==> config.mk <==
export PLATFORM = sky130hd
export DESIGN_NAME = gregorian_date_unit_core
export DESIGN_NICKNAME = d
export VERILOG_FILES = /design/src/gdu_pkg.sv /design/src/gregorian_date_unit_core.sv /design/src/gdu_mod7.sv
export SDC_FILE = /design/constraint.sdc
export NUM_CORES = 1
export LEC_CHECK = 0
export BUFFER_PORTS_ARGS = -buffer_cell sky130_fd_sc_hd__buf_2
export CAP_MARGIN = 15
export CORE_ASPECT_RATIO = 0.8
export CORE_MARGIN = 2
export CORE_UTILIZATION = 60
export DETAILED_ROUTE_END_ITERATION = 16
export GPL_TIMING_DRIVEN = 0
export PLACE_DENSITY = 0.79
export SYNTH_ARGS = -nofsm -noshare
export SYNTH_HDL_FRONTEND = slang
export SYNTH_SLANG_ARGS = --single-unit
==> constraint.sdc <==
create_clock -name clk -period 9.6 [get_ports clk]
set_input_delay 1.44 -clock clk [delete_from_list [all_inputs] [get_ports clk]]
set_output_delay 1.44 -clock clk [all_outputs]
set_load 0.05 [all_outputs]
==> src/gdu_pkg.sv <==
// Shared types, constants and calendar tables for the Gregorian date unit.
package gdu_pkg;

  // First year of the supported calendar range.
  localparam logic [13:0] FIRST_YEAR = 14'd1753;

  // Leap years in 1..1752, removed so the count starts at the first year.
  localparam logic [14:0] LEAPS_BEFORE_FIRST = 15'd425;

  // Reciprocal of 25 for 12-bit operands: floor(x / 25) = (x * RECIP25_S) >> 17.
  localparam logic [12:0] RECIP25_S = 13'd5243;
  localparam int unsigned RECIP25_S_SHIFT = 17;

  // Reciprocal of 25 for 14-bit operands: floor(x / 25) = (x * RECIP25_L) >> 20.
  localparam logic [15:0] RECIP25_L = 16'd41944;
  localparam int unsigned RECIP25_L_SHIFT = 20;

  // Reciprocal of 7 for 15-bit operands: floor(x / 7) = (x * RECIP7) >> 20.
  localparam logic [17:0] RECIP7 = 18'd149797;
  localparam int unsigned RECIP7_SHIFT = 20;

  // Month codes used by the rollover logic.
  localparam logic [3:0] MONTH_JAN = 4'd1;
  localparam logic [3:0] MONTH_FEB = 4'd2;
  localparam logic [3:0] MONTH_DEC = 4'd12;

  // One input date.
  typedef struct packed {
    logic [3:0]  month_in;
    logic [4:0]  day_in;
    logic [13:0] year_in;
  } gdu_in_t;

  // One result.
  typedef struct packed {
    logic        date_valid;
    logic        leap_flag;
    logic [8:0]  ordinal_day;
    logic [2:0]  weekday;
    logic [3:0]  next_month;
    logic [4:0]  next_day;
    logic [13:0] next_year;
  } gdu_out_t;

  // Length of a month; February grows to 29 days in a leap year.
  function automatic logic [4:0] month_len(input logic [3:0] m, input logic leap);
    logic [4:0] len;
    case (m)
      4'd1, 4'd3, 4'd5, 4'd7, 4'd8, 4'd10, 4'd12: len = 5'd31;
      4'd4, 4'd6, 4'd9, 4'd11:                    len = 5'd30;
      4'd2:                                       len = leap ? 5'd29 : 5'd28;
      default:                                    len = 5'd0;
    endcase
    return len;
  endfunction

  // Days in the months before month m of a common year.
  function automatic logic [8:0] days_before(input logic [3:0] m);
    logic [8:0] n;
    case (m)
      4'd2:    n = 9'd31;
      4'd3:    n = 9'd59;
      4'd4:    n = 9'd90;
      4'd5:    n = 9'd120;
      4'd6:    n = 9'd151;
      4'd7:    n = 9'd181;
      4'd8:    n = 9'd212;
      4'd9:    n = 9'd243;
      4'd10:   n = 9'd273;
      4'd11:   n = 9'd304;
      4'd12:   n = 9'd334;
      default: n = 9'd0;
    endcase
    return n;
  endfunction

endpackage

==> src/gregorian_date_unit_core.sv <==
// Top level of the Gregorian date unit: a five-stage date pipeline.
//
// The unit takes one Gregorian date per clock cycle while in_stall is low and
// returns its validity, leap-year flag, day of the year, day of the week
// (0 is Sunday) and the following date. Each stage holds its own valid bit and
// moves as soon as the stage after it is empty or moving, so bubbles close up
// and a stalled output holds only the items behind it. The pipeline depth is
// set by the two reciprocal multiplies (divide by 100 and 25 in the
// first stage, remainder by seven in the fourth) and the registers around them.
// Dates before 1753, months outside 1 to 12 and days outside the month give
// date_valid low with every other field zero. The following year wraps at
// 16384.
module gregorian_date_unit_core import gdu_pkg::*; (
  input  logic     clk,
  input  logic     rst_n,
  input  logic     in_valid,
  output logic     in_stall,
  input  gdu_in_t  in_data,
  output logic     out_valid,
  input  logic     out_stall,
  output gdu_out_t out_data
);

  // Stage valid bits and per-stage move enables.
  logic v1_r, v2_r, v3_r, v4_r, v5_r;
  logic rdy1, rdy2, rdy3, rdy4, rdy5;

  assign rdy5 = !v5_r || !out_stall;
  assign rdy4 = !v4_r || rdy5;
  assign rdy3 = !v3_r || rdy4;
  assign rdy2 = !v2_r || rdy3;
  assign rdy1 = !v1_r || rdy2;
  assign in_stall = !rdy1;

  always_ff @(posedge clk) begin
    if (!rst_n) begin
      v1_r <= 1'b0;
      v2_r <= 1'b0;
      v3_r <= 1'b0;
      v4_r <= 1'b0;
      v5_r <= 1'b0;
    end else begin
      if (rdy1) v1_r <= in_valid;
      if (rdy2) v2_r <= v1_r;
      if (rdy3) v3_r <= v2_r;
      if (rdy4) v4_r <= v3_r;
      if (rdy5) v5_r <= v4_r;
    end
  end

  // Stage 1: register the date with the two divide-by-25 products.
  logic [3:0]  m1_r;
  logic [4:0]  d1_r;
  logic [13:0] y1_r;
  logic [24:0] p100_r;
  logic [24:0] p100_nxt;
  logic [29:0] p25_r;
  logic [29:0] p25_nxt;
  logic [13:0] ym1_in;

  assign ym1_in   = in_data.year_in - 14'd1;
  assign p100_nxt = 25'(ym1_in[13:2]) * 25'(RECIP25_S);
  assign p25_nxt  = 30'(in_data.year_in) * 30'(RECIP25_L);

  always_ff @(posedge clk) begin
    if (rdy1) begin
      m1_r   <= in_data.month_in;
      d1_r   <= in_data.day_in;
      y1_r   <= in_data.year_in;
      p100_r <= p100_nxt;
      p25_r  <= p25_nxt;
    end
  end

  // Stage 2: leap test, month length, validity and leap-year count.
  logic [11:0] q4_s2;
  logic [7:0]  q100_s2;
  logic [5:0]  q400_s2;
  logic [9:0]  q25_s2;
  logic [13:0] r25_s2;
  logic        leap_s2;
  logic [4:0]  mlen_s2;
  logic        ok_s2;
  logic [14:0] leaps_s2;
  logic [13:0] ym1_s2;

  assign ym1_s2  = y1_r - 14'd1;
  assign q4_s2   = ym1_s2[13:2];
  assign q100_s2 = p100_r[RECIP25_S_SHIFT +: 8];
  assign q400_s2 = q100_s2[7:2];
  assign q25_s2  = p25_r[RECIP25_L_SHIFT +: 10];
  assign r25_s2  = y1_r - 14'({q25_s2, 4'b0000} + {q25_s2, 3'b000} + 14'(q25_s2));
  assign leap_s2 = (y1_r[1:0] == 2'b00) && ((r25_s2 != 14'd0) || (y1_r[3:0] == 4'd0));
  assign mlen_s2 = month_len(m1_r, leap_s2);
  assign ok_s2   = (m1_r >= MONTH_JAN) && (m1_r <= MONTH_DEC) && (y1_r >= FIRST_YEAR) &&
                   (d1_r != 5'd0) && (d1_r <= mlen_s2);
  assign leaps_s2 = 15'(q4_s2) - 15'(q100_s2) + 15'(q400_s2) - LEAPS_BEFORE_FIRST;

  logic [3:0]  m2_r;
  logic [4:0]  d2_r;
  logic [13:0] y2_r;
  logic        leap2_r;
  logic [4:0]  mlen2_r;
  logic        ok2_r;
  logic [14:0] leaps2_r;

  always_ff @(posedge clk) begin
    if (rdy2) begin
      m2_r     <= m1_r;
      d2_r     <= d1_r;
      y2_r     <= y1_r;
      leap2_r  <= leap_s2;
      mlen2_r  <= mlen_s2;
      ok2_r    <= ok_s2;
      leaps2_r <= leaps_s2;
    end
  end

  // Stage 3: ordinal day, day count for the weekday and the following date.
  logic [8:0]  ord_s3;
  logic [14:0] sum_s3;
  logic [3:0]  nm_s3;
  logic [4:0]  nd_s3;
  logic [13:0] ny_s3;
  logic [13:0] span_s3;

  assign ord_s3  = days_before(m2_r) + 9'(d2_r) + 9'(leap2_r && (m2_r > MONTH_FEB));
  assign span_s3 = y2_r - FIRST_YEAR;
  // 365 is one more than a multiple of seven, so each year adds one weekday.
  assign sum_s3  = 15'(span_s3) + leaps2_r + 15'(ord_s3);

  always_comb begin
    nm_s3 = m2_r;
    nd_s3 = d2_r + 5'd1;
    ny_s3 = y2_r;
    if (d2_r >= mlen2_r) begin
      nd_s3 = 5'd1;
      if (m2_r < MONTH_DEC) begin
        nm_s3 = m2_r + 4'd1;
      end else begin
        nm_s3 = MONTH_JAN;
        ny_s3 = y2_r + 14'd1;
      end
    end
  end

  gdu_out_t    res3_r;
  gdu_out_t    res3_nxt;
  logic [14:0] sum3_r;

  always_comb begin
    res3_nxt = '0;
    if (ok2_r) begin
      res3_nxt.date_valid  = 1'b1;
      res3_nxt.leap_flag   = leap2_r;
      res3_nxt.ordinal_day = ord_s3;
      res3_nxt.next_month  = nm_s3;
      res3_nxt.next_day    = nd_s3;
      res3_nxt.next_year   = ny_s3;
    end
  end

  always_ff @(posedge clk) begin
    if (rdy3) begin
      res3_r <= res3_nxt;
      sum3_r <= ok2_r ? sum_s3 : 15'd0;
    end
  end

  // Stages 4 and 5: weekday remainder, with the other fields carried along.
  logic [2:0] weekday;
  gdu_out_t   res4_r;
  gdu_out_t   res5_r;

  gdu_mod7 u_mod7 (
    .clk       (clk),
    .load_prod (rdy4),
    .load_rem  (rdy5),
    .value     (sum3_r),
    .rem       (weekday)
  );

  always_ff @(posedge clk) begin
    if (rdy4) begin
      res4_r <= res3_r;
    end
    if (rdy5) begin
      res5_r <= res4_r;
    end
  end

  // Output transfer.
  always_comb begin
    out_data         = res5_r;
    out_data.weekday = weekday;
  end

  assign out_valid = v5_r;

endmodule

==> src/gdu_mod7.sv <==
// Two-stage remainder by seven using a reciprocal multiply and a correction subtract.
module gdu_mod7 import gdu_pkg::*; (
  input  logic        clk,
  input  logic        load_prod,
  input  logic        load_rem,
  input  logic [14:0] value,
  output logic [2:0]  rem
);

  logic [32:0] prod_r;
  logic [32:0] prod_nxt;
  logic [14:0] value_r;
  logic [2:0]  rem_r;
  logic [2:0]  rem_nxt;
  logic [12:0] quot;
  logic [14:0] quot_x7;
  logic [14:0] diff;

  // First stage: multiply by the scaled reciprocal of seven.
  assign prod_nxt = 33'(value) * 33'(RECIP7);

  always_ff @(posedge clk) begin
    if (load_prod) begin
      prod_r  <= prod_nxt;
      value_r <= value;
    end
  end

  // Second stage: take the quotient and subtract seven times it.
  assign quot    = prod_r[RECIP7_SHIFT +: 13];
  assign quot_x7 = 15'({quot, 3'b000} - {2'b00, quot});
  assign diff    = value_r - quot_x7;
  assign rem_nxt = diff[2:0];

  always_ff @(posedge clk) begin
    if (load_rem) begin
      rem_r <= rem_nxt;
    end
  end

  assign rem = rem_r;

endmodule
# Yosys cells after proc, flatten, opt, wreduce, memory -nomap -nowiden
# Memory sizes are Yosys's and may differ from the RTL's. A register that Yosys moved wholly into a read port is not among the register bits.
# Cells that the tools add are included.
[op_classes]
add_sub_neg = 18
multipliers = 3
magnitude_cmp = 7
n_eq_ne = 12
n_mux = 9
bitwise_logic = 1
n_reduce_logical = 26
[op_table]
columns = ["operator", "n"]
rows = [
  ["14-bit two-way mux", 2],
  ["14-bit by 1-bit subtractor with 14-bit output (second input constant)", 2],
  ["14-bit by 13-bit multiplier with 27-bit output (second input constant)", 1],
  ["12-bit by 13-bit multiplier with 25-bit output (second input constant)", 1],
  ["15-bit by 18-bit multiplier with 23-bit output (second input constant)", 1],
  ["4-bit == test (second input constant)", 5],
  ["4-bit by 3-bit == test with 1-bit output (second input constant)", 4],
  ["14-bit by 15-bit adder with 15-bit output", 1],
  ["15-bit by 9-bit adder with 15-bit output", 1],
  ["5-bit case mux with 3 select lines", 1],
  ["14-bit by 10-bit subtractor with 15-bit output (second input constant)", 1],
  ["13-bit by 7-bit adder with 14-bit output", 1],
  ["14-bit by 1-bit adder with 14-bit output (second input constant)", 1],
  ["14-bit by 10-bit adder with 14-bit output", 1],
  ["14-bit by 13-bit adder with 14-bit output", 1],
  ["14-bit by 11-bit greater-or-equal comparator with 1-bit output (second input constant)", 1],
  ["14-bit nonzero test", 1],
  ["14-bit by 11-bit subtractor with 14-bit output (second input constant)", 1],
  ["14-bit subtractor", 1],
  ["12-bit by 8-bit subtractor with 13-bit output", 1],
  ["4-bit two-way mux", 3],
  ["11-bit two-way mux", 1],
  ["9-bit by 1-bit adder with 9-bit output", 1],
  ["9-bit by 5-bit adder with 9-bit output", 1],
  ["other kinds (23)", 41],
]
[totals]
ff_bits = 271
romBits = 144
input_bits = 27
output_inout_bits = 39
word_cells = 117
n_memories = 1
[memory_table]
columns = ["memory", "words", "width", "read_ports", "rd_ports_with_merged_regs", "wr", "line_no", "rtl"]
rows = [
  ["(no name shown)", 16, 9, 1, 1, 0, "gdu_pkg.sv:60", "case (m)"],
]

# Logic depth before layout (Yosys ltp)
# Gate-level depths: netlist of run 1.
[depth]
ltp_word = 10
depth_mapped = 30
mapped_depth_nobuf = 30

# Cells and area by module
# A second synthesis of run 1 with hierarchy kept.
[unflattened]
hier_cells = 1806
hier_area_um2 = 20250.7
[by_module_without_submodules]
columns = ["module", "n_inst", "cells_per_inst", "area_per_inst_um2", "seq_area_each_um2"]
rows = [
  ["gregorian_date_unit_core", 1, 1575, 17697.0, 6316.1],
  ["gdu_mod7", 1, 231, 2553.7, 270.3],
]

# Worst setup path before layout of run 1
# OpenSTA, ideal clock, no wires.
[synth_path]
kind = "in2reg"
startpoint = "in in_data[1] (netlist name)"
endpoint = "reg p100_r[23], data pin"
setup_time_ns = 0.257
arrival_time_ns = 7.596
t_required_ns = 9.343
slack_ns = 1.748
cell_stages = 28
n_path_buf = 0
path_cell_list = "inv_1 -> ha_1 -> inv_1 -> a21boi_0 -> nand3_1 -> a21boi_0 -> o21ai_0 -> xnor2_1 -> inv_1 -> ha_1 -> inv_1 -> ha_1 -> xor2_1 -> ha_1 -> fa_1 -> fa_1 -> inv_1 -> fa_1 -> inv_1 -> ha_1 -> a211o_1 -> a21oi_1 -> o21ai_0 -> o2111ai_1 -> a21oi_1 -> or3_1 -> a21o_1 -> xor2_1"
[synth_between]
elab_chain_len = 2
[synth_lines]
columns = ["element", "line_no", "rtl"]
rows = [
  ["start, declared", "gregorian_date_unit_core.sv:18", "input gdu_in_t in_data,"],
  ["14-bit by 1-bit subtractor with 14-bit output", "gregorian_date_unit_core.sv:61", "assign ym1_in = in_data.year_in - 14'd1;"],
  ["12-bit by 13-bit multiplier with 25-bit output", "gregorian_date_unit_core.sv:62", "assign p100_nxt = 25'(ym1_in[13:2]) * 25'(RECIP25_S);"],
  ["net p100_nxt[23]", "gregorian_date_unit_core.sv:56", "logic [24:0] p100_nxt;"],
  ["end signal, assigned", "gregorian_date_unit_core.sv:70", "p100_r <= p100_nxt;"],
  ["end, declared", "gregorian_date_unit_core.sv:55", "logic [24:0] p100_r;"],
]
# The timed path passes the listed nets, and every way through them passes these cells.
# A chain may end at the register's enable or synchronous reset.

# Final worst setup path of run 1
[layout_path]
startpoint = "in in_data[2] (netlist name)"
endpoint = "reg p100_r[23], data pin"
# The elaborated chain is that of the path after synthesis.

==> results.py, run 1 <==
metrics = {
    "placed_design": {
        "gp_congestion": 0.895,
        "io_buffers": 65,
        "place_area_sq_um": 21000,
        "dp_hpwl_mm": 31.3,
        "dp.cells": 2280,
    },
    "sta": {
        "hold_viol": 0,
        "worst_pin_slew_ns": 0.930,
        "max-slew-margin-rel": 0.378,
        "period_share": 0.893,
        "setup_violations": 0,
        "setup_tns_ns": 0,
        "rsz0062_at_grt": "no",
        "slew_violations": 0,
        "max_freq_mhz": 117,
        "layout_min_cycle_time_ns": 8.57,
        "skew_ns": 0.0290,
    },
    "die": {
        "die_width_um": 208,
        "start_util": 0.613,
        "die_h_um": 168,
        "dieArea_sq_um": 34900,
        "std_cell_rows": 59,
        "io_pins": 66,
        "core-area_sq_um": 32700,
    },
    "job": {
        "max_cap_violations": 0,
    },
    "synthesis": {
        "ys_seq_area_frac": 0.328,
        "ys_async_sr_fraction": 0,
        "netlist_instances": 1784,
        "yosys-top-cells-area": "edfxtp_1, ha_1, fa_1",
        "synth_edf_count": 210,
        "syn-num-nets": 2338,
        "synth_common_cells": "inv_1, ha_1, edfxtp_1",
        "yosys.area.top_type": "edfxtp_1",
        "yosysMostFrequentCell": "inv_1",
        "avgSynthCellArea_sq_um": 11.2,
        "ys_warn_count": 0,
        "ys_ff_latch": 224,
        "synthDistinctLibCells": 67,
        "syn_area_sq_um": 20100,
        "yosys_most_used_dff": "edfxtp_1",
        "synth_top_cell_area_share": 0.314,
    },
    "cells_and_area": {
        "layout-drive-gt1-share": 0.0723,
        "nets": 2432,
        "design_area_sq_um": 21700,
        "diodes": 0,
        "instances_no_fill": 2322,
        "final.fill_count": 2353,
        "areaGrowthSynthToFinish_pct": 8.42,
    },
    "global_routing": {
        "gr-total-overflow": 0,
        "grt_max_degree": 45,
        "grt_first_pass_wirelength_mm": 65.3,
        "grt_pass1_vias": 13485,
        "gr-usage-all-layers": 0.231,
        "antenna_found_initial": 0,
    },
    "route": {
        "via_per_inst": 5.49,
        "met3_length_mm": 2.05,
        "num_vias": 12745,
        "drc_errors": 0,
        "route.met2.wl_mm": 18.6,
        "wl_mm": 38.4,
        "wl_met1_mm": 16.8,
        "dr.pass1.iters": 9,
        "drt_iter0_drc": 896,
        "detail_route.wl_per_cell_um": 16.6,
        "routed.top_layer": "met4",
        "final_antenna_net_count": 0,
    },
    "clocking": {
        "clockBufferDepth": 3,
        "cts_hold_buf": 0,
        "clk_latency_ns": 0.53,
        "post-cts-setup-buffers": 0,
        "cts_resized": 0,
        "cts_tree": "done",
        "clkTransAtPathRegs_ns": 0.07,
        "numCtsBuffers": 23,
        "clkSinkCount": 224,
        "clockRootBuffer": "clkbuf_16",
        "h-tree-depth": 1,
    },
    "worst_setup_path": {
        "crit_arrival_ns": 8.83,
        "critPathLaunchType": "primary input",
        "cp.required_ns": 9.86,
        "crit_type": "in2reg",
        "cp_max_fo": 7,
        "crit_path_end_kind": "flip-flop",
    },
    "outcome": {
        "status": "complete, no violations",
    },
    "hold_path": {
        "hp-class": "reg2reg",
    },
}
-- critical path: stages --
cell,delay [ns]
buf_2,0.24
inv_1,0.20
ha_1,0.24
a21boi_0,0.38
nand3_1,0.19
a21boi_0,0.31
o21ai_0,0.15
xnor2_1,0.56
inv_1,0.11
ha_1,0.33
inv_1,0.09
ha_1,0.34
xor2_1,0.16
ha_1,0.30
fa_1,0.52
fa_1,0.55
inv_1,0.06
fa_1,0.54
inv_1,0.04
ha_1,0.20
a211o_1,0.30
a21oi_1,0.11
o21ai_0,0.18
o2111ai_1,0.37
a21oi_1,0.16
or3_1,0.41
a21o_1,0.21
xor2_1,0.14
-- sequential cells by signal (all words and copies together) (netlist names), 4 cells and up, named ones only --
register  flops
out_data     34
res3_r       34
res4_r       34
leaps2_r     15
sum3_r       15
y1_r         14
y2_r         14
p25_r        10
p100_r        8
d1_r          5
d2_r          5
m1_r          4
m2_r          4
-- cell type report --
class                      count  area, sq um  share of cell area
multi-input combinational   1158        12000               0.550
sequential                   224         6590               0.303
inverter                     389         1460              0.0671
clock buffer                  27          621              0.0285
tap                          427          534              0.0246
timing repair buffer          69          395              0.0182
clock inverter                15          129             0.00593
buffer                        13         56.3             0.00259
-- path summary, 6_finish.rpt --
path / startpoint / to / slack, ns / depth (start not counted)
max: in_data[2] / p100_r[23]$_DFFE_PN_ / 1.03 / 28
min: res4_r[10]$_DFFE_PP_ / out_data[10]$_DFFE_PP_ / 0.41 / 0
max reg2reg: m2_r[0]$_DFFE_PP_ / sum3_r[14]$_SDFFCE_PN0P_ / 4.00 / 19
min reg2reg: res4_r[10]$_DFFE_PP_ / out_data[10]$_DFFE_PP_ / 0.41 / 0
-- cells in the final DEF, fill, tap and decap left out, types with 14 or more instances in the layout --
master,Yosys,layout
inv_1,387,386
ha_1,353,353
edfxtp_1,210,210
fa_1,174,174
nor2_1,74,74
xnor2_1,66,66
buf_2,0,65
a21oi_1,64,64
nand2_1,58,56
xor2_1,47,47
o21ai_0,47,47
nor3_1,25,25
a21o_1,23,23
clkbuf_16,0,23
nand3_1,23,22
nand2b_1,20,20
nor2b_1,14,14
dfxtp_1,14,14
-- kinds of logic (layout without fill, tap and decap cells) --
logic type / count (synthesis) / in the layout / synth area share
adders and majority gates: 527 / 527 / 0.394
buffers and inverters: 402 / 513 / 0.0756
xor gates and xnor gates: 114 / 114 / 0.0505
muxes: 14 / 14 / 0.00742
AOI/OAI and AO/OA: 220 / 220 / 0.0721
DFF: 224 / 224 / 0.328
and+or+nand+nor: 283 / 283 / 0.0722
-- through the flow --
step | setup WS, ns | util | hold WS [ns]
floorplan | 1.75 | - | 0.400
global placement | 0.704 | 0.640 | 0.401
detailed placement | 0.515 | 0.642 | 0.405
CTS | 1.04 | 0.665 | 0.415
global route | 0.541 | 0.665 | 0.424
finish | 1.03 | 0.665 | 0.414
-- per-layer routing --
metal | GRT usage | up-vias
met3 | 0.0293 | 75
met4 | 0.0569 | 0
met5 | 0 | -
met1 | 0.308 | 6126
li1 | - | 6180
met2 | 0.404 | 364
Power of run 1 is not shown: default switching activity piles up to over one toggle a cycle in this logic, so the estimate is an artifact.
==> run 2, diff against run 1 <==
--- a/config.mk
+++ b/config.mk
@@ -5,7 +5,7 @@
 export SDC_FILE = /design/constraint.sdc
 export NUM_CORES = 1
 export LEC_CHECK = 0
-export BUFFER_PORTS_ARGS = -buffer_cell sky130_fd_sc_hd__buf_2
+export BUFFER_PORTS_ARGS = -buffer_cell sky130_fd_sc_hd__buf_4
 export CAP_MARGIN = 15
 export CORE_ASPECT_RATIO = 0.8
 export CORE_MARGIN = 2
@@ -13,6 +13,7 @@
 export DETAILED_ROUTE_END_ITERATION = 16
 export GPL_TIMING_DRIVEN = 0
 export PLACE_DENSITY = 0.79
+export REMOVE_ABC_BUFFERS = 1
 export SYNTH_ARGS = -nofsm -noshare
 export SYNTH_HDL_FRONTEND = slang
 export SYNTH_SLANG_ARGS = --single-unit
==> results.py, run 2 (synthesis gave the netlist of run 1 again) <==
metrics = {
    "clocking": {
        "clockBufferDepth": 3,
        "h-tree-depth": 1,
        "cts_tree": "done",
        "cts_hold_buf": 0,
        "numCtsBuffers": 24,
        "clkSinkCount": 224,
        "post-cts-setup-buffers": 0,
        "clk_latency_ns": 0.53,
        "cts_resized": 0,
        "clkTransAtPathRegs_ns": 0.06,
        "clockRootBuffer": "clkbuf_16",
    },
    "sta": {
        "period_share": 0.874,
        "hold_viol": 0,
        "max_freq_mhz": 119,
        "setup_violations": 0,
        "whs_ns": 0.414,
        "skew_ns": 0.0218,
        "rsz0062_at_grt": "no",
        "max-slew-margin-rel": 0.259,
        "setup_tns_ns": 0,
        "layout_min_cycle_time_ns": 8.39,
        "worst_pin_slew_ns": 1.08,
        "slew_violations": 0,
    },
    "worst_setup_path": {
        "max_stage_delay_ns": 0.56,
        "regToRegEndpoint": "sum3_r[14]$_SDFFCE_PN0P_",
        "cp.required_ns": 9.87,
        "r2r_slack_ns": 4.05,
        "crit_arrival_ns": 8.66,
        "critPathLaunchType": "primary input",
        "cp_max_fo": 7,
        "r2r_start": "m2_r[0]$_DFFE_PP_",
        "reg2reg_depth": 19,
        "crit_type": "in2reg",
        "cpMostUsedCell": "inv_1",
        "crit_path_end_kind": "flip-flop",
        "slowest_stage": "xnor2_1",
    },
    "route": {
        "num_vias": 12636,
        "wl_mm": 37.6,
        "via_per_inst": 5.46,
        "drt_iter0_drc": 578,
        "dr.pass1.iters": 5,
        "final_antenna_net_count": 0,
        "detail_route.wl_per_cell_um": 16.3,
        "drc_errors": 0,
    },
    "cells_and_area": {
        "diodes": 0,
        "final_common_cell": "inv_1",
        "layout-drive-gt1-share": 0.0716,
        "layout_common_cells": "inv_1, ha_1, edfxtp_1, fa_1, nor2_1",
        "nets": 2422,
        "areaGrowthSynthToFinish_pct": 9.41,
    },
    "hold_path": {
        "hp-start": "res3_r[3]$_SDFFCE_PN0P_",
        "min_path_cells": 0,
        "hp-class": "reg2reg",
        "whs_endpoint": "res4_r[3]$_DFFE_PP_",
    },
    "die": {
        "std_cell_rows": 59,
        "dieArea_sq_um": 34900,
        "die_width_um": 208,
        "die_h_um": 168,
        "io_pins": 66,
        "start_util": 0.613,
        "core-area_sq_um": 32700,
    },
    "placed_design": {
        "dp_hpwl_mm": 30.9,
        "io_buffers": 65,
        "gp_congestion": 0.866,
    },
    "global_routing": {
        "grt_pass1_vias": 13499,
        "grt_first_pass_wirelength_mm": 64.7,
        "gr-usage-all-layers": 0.227,
        "gr-total-overflow": 0,
        "grt_max_degree": 44,
        "antenna_found_initial": 0,
    },
    "job": {
        "max_cap_violations": 0,
    },
    "outcome": {
        "status": "complete, no violations",
    },
}
-- run 2: cell count changes in the layout (fill, tap and decap cells not counted), moves of 2 or more --
cell | previous run | this run
buf_2 | 65 | 0
clkinv_4 | 2 | 0
buf_1 | 2 | 0
clkbuf_1 | 11 | 5
bufinv_16 | 1 | 3
buf_4 | 0 | 65
-- run 2: layout make-up --
class                   instances  area, sq um
clock buffers                  31          647
inverters                     389         1460
well taps                     427          534
multi-input cells            1158        12000
fillers                      2377        10800
flip-flops and latches        224         6590
repair buffers                 71          601
clock inverters                13          153
-- run 2: worst max path at each step --
| stage | start | endpoint | slack, ns | cells after the start |
|---|---|---|---|---|
| global route | in_data[1] | p100_r[23]$_DFFE_PN_ | 0.67 | 31 |
| finish | in_data[1] | p100_r[23]$_DFFE_PN_ | 1.21 | 29 |
| CTS | in_data[1] | p100_r[23]$_DFFE_PN_ | 1.21 | 29 |
| floorplan | in_data[1] | p100_r[23]$_DFFE_PN_ | 1.75 | 28 |
| global placement | in_data[1] | p100_r[23]$_DFFE_PN_ | 0.78 | 29 |
| detailed placement | in_data[1] | p100_r[23]$_DFFE_PN_ | 0.68 | 29 |
-- run 2: worst max-delay path, delay by kind of cell --
kind	cells	cell delay, ns
buf+inv	7	0.73
xor+xnor	3	0.86
simple gates	2	0.58
compound gates	9	2.06
fa+ha+maj	8	3.02
-- run 2: per-stage QoR --
step	instances	area (sq um)	util	setup WS (ns)
3_5_place_dp	2269	21100	0.647	0.677
4_1_cts	2313	21900	0.671	1.21
2_1_floorplan	1771	20000	-	1.75
3_3_place_gp	2263	21000	0.643	0.781
6_report	2313	21900	0.671	1.21
5_1_grt	2313	21900	0.671	0.666
-- run 2: routing by layer --
layer  share of wire  track usage  wire, um  vias up
li1                -            -         -     6165
met1            0.44        0.298     16500     6135
met2            0.50        0.408     18800      282
met3           0.041       0.0210      1530       54
met4           0.022       0.0541       826        0
met5               0            0         0        -
Power of run 2 is left out for the same reason.
==> run 3, diff against run 2 <==
--- a/config.mk
+++ b/config.mk
@@ -9,10 +9,10 @@
 export CAP_MARGIN = 15
 export CORE_ASPECT_RATIO = 0.8
 export CORE_MARGIN = 2
-export CORE_UTILIZATION = 60
+export CORE_UTILIZATION = 64
 export DETAILED_ROUTE_END_ITERATION = 16
 export GPL_TIMING_DRIVEN = 0
-export PLACE_DENSITY = 0.79
+export PLACE_DENSITY = 0.84
 export REMOVE_ABC_BUFFERS = 1
 export SYNTH_ARGS = -nofsm -noshare
 export SYNTH_HDL_FRONTEND = slang
==> results.py, run 3 (synthesis gave the netlist of run 1 again) <==
metrics = {
    "outcome": {
        "status": "complete, no violations",
    },
    "clocking": {
        "h-tree-depth": 1,
        "cts_tree": "done",
        "cts_hold_buf": 0,
        "clkSinkCount": 224,
        "cts_resized": 0,
        "clockRootBuffer": "clkbuf_16",
        "numCtsBuffers": 23,
        "post-cts-setup-buffers": 0,
        "clk_latency_ns": 0.52,
        "clkTransAtPathRegs_ns": 0.06,
        "clockBufferDepth": 3,
    },
    "cells_and_area": {
        "layout-drive-gt1-share": 0.0707,
        "multi_input_area_sq_um": 12000,
        "instances_no_fill": 2293,
        "areaGrowthSynthToFinish_pct": 8.88,
        "nets": 2420,
        "layout_common_cells": "inv_1, ha_1, edfxtp_1, fa_1, nor2_1",
        "final.fill_count": 2020,
        "final_common_cell": "inv_1",
        "seq_area_sq_um": 6590,
        "diodes": 0,
    },
    "sta": {
        "hold_viol": 0,
        "skew_ns": 0.00767,
        "max-slew-margin-rel": 0.259,
        "worst_pin_slew_ns": 1.08,
        "setup_violations": 0,
        "rsz0062_at_grt": "no",
        "setup_tns_ns": 0,
        "max_freq_mhz": 118,
        "layout_min_cycle_time_ns": 8.45,
        "slew_violations": 0,
        "period_share": 0.881,
    },
    "placed_design": {
        "io_buffers": 65,
        "dp_hpwl_mm": 30.5,
        "dp.cells": 2254,
        "gp_congestion": 0.922,
    },
    "global_routing": {
        "grt_first_pass_wirelength_mm": 64.5,
        "gr-total-overflow": 0,
        "antenna_found_initial": 0,
        "grt_pass1_vias": 13610,
        "grt_max_degree": 44,
        "gr-usage-all-layers": 0.245,
    },
    "route": {
        "drt_iter0_drc": 731,
        "detail_route.wl_per_cell_um": 16.7,
        "drc_errors": 0,
        "final_antenna_net_count": 0,
        "wl_mm": 38.3,
        "via_per_inst": 5.56,
        "num_vias": 12744,
        "dr.pass1.iters": 5,
    },
    "worst_setup_path": {
        "max_stage_delay_ns": 0.57,
        "crit_type": "in2reg",
        "cpMostUsedCell": "inv_1",
        "cp.required_ns": 9.87,
        "crit_path_end_kind": "flip-flop",
        "slowest_stage": "xnor2_1",
        "crit_arrival_ns": 8.72,
        "critPathLaunchType": "primary input",
        "cp_max_fo": 7,
    },
    "die": {
        "dieArea_sq_um": 32800,
        "die_width_um": 202,
        "io_pins": 66,
        "start_util": 0.656,
        "std_cell_rows": 57,
        "core-area_sq_um": 30600,
        "die_h_um": 162,
    },
    "hold_path": {
        "hp-class": "reg2reg",
    },
    "job": {
        "max_cap_violations": 0,
    },
}
-- run 3: changes by cell type in the layout (fill, tap and decap cells not counted), moves of 2 or more --
cell and delta:
clkbuf_1 -2, clkbuf_8 -2, clkinv_1 -2, clkinv_2 +2, clkinv_4 +2
-- run 3: metrics by stage --
step	utilization	worst slack (ns)	hold slack (ns)	area, sq um
final	0.714	1.15	0.409	21800
after global routing	0.714	0.584	0.421	21800
after CTS	0.714	1.16	0.414	21800
after detailed placement	0.690	0.647	0.405	21100
after global placement	0.687	0.778	0.401	21000
after floorplan	-	1.75	0.400	20000
-- run 3: layout make-up --
| type | instances | area share |
|---|---|---|
| Tap cell | 413 | 0.0237 |
| Sequential cell | 224 | 0.302 |
| Timing Repair Buffer | 70 | 0.0268 |
| Inverter | 389 | 0.0669 |
| Clock buffer | 26 | 0.0269 |
| Multi-Input combinational cell | 1158 | 0.548 |
| Clock inverter | 13 | 0.00630 |
-- run 3: worst max-delay path: cells and delay by family --
family / cells / cell delay (ns)
buf+inv: 8 / 0.74
simple gates: 2 / 0.60
xor+xnor: 3 / 0.88
fa+ha+maj: 8 / 2.87
compound gates: 10 / 2.20
-- run 3: path summary, 6_finish.rpt --
check,slack (ns),cells past startpoint,end,startpoint
worst max register to register,4.06,19,sum3_r[14]$_SDFFCE_PN0P_,m2_r[0]$_DFFE_PP_
worst min register to register,0.41,0,res4_r[18]$_DFFE_PP_,res3_r[18]$_SDFFCE_PP0P_
worst min-delay path,0.41,0,res4_r[18]$_DFFE_PP_,res3_r[18]$_SDFFCE_PP0P_
worst max-delay path,1.15,31,p100_r[23]$_DFFE_PN_,in_data[1]
-- run 3: routing by layer --
metal,track usage,share of wire,vias up
met5,0,0,-
met4,0.0979,0.040,0
met3,0.0264,0.041,106
met2,0.439,0.50,332
met1,0.308,0.42,6150
li1,-,-,6156
Power of run 3 is left out for the same reason.
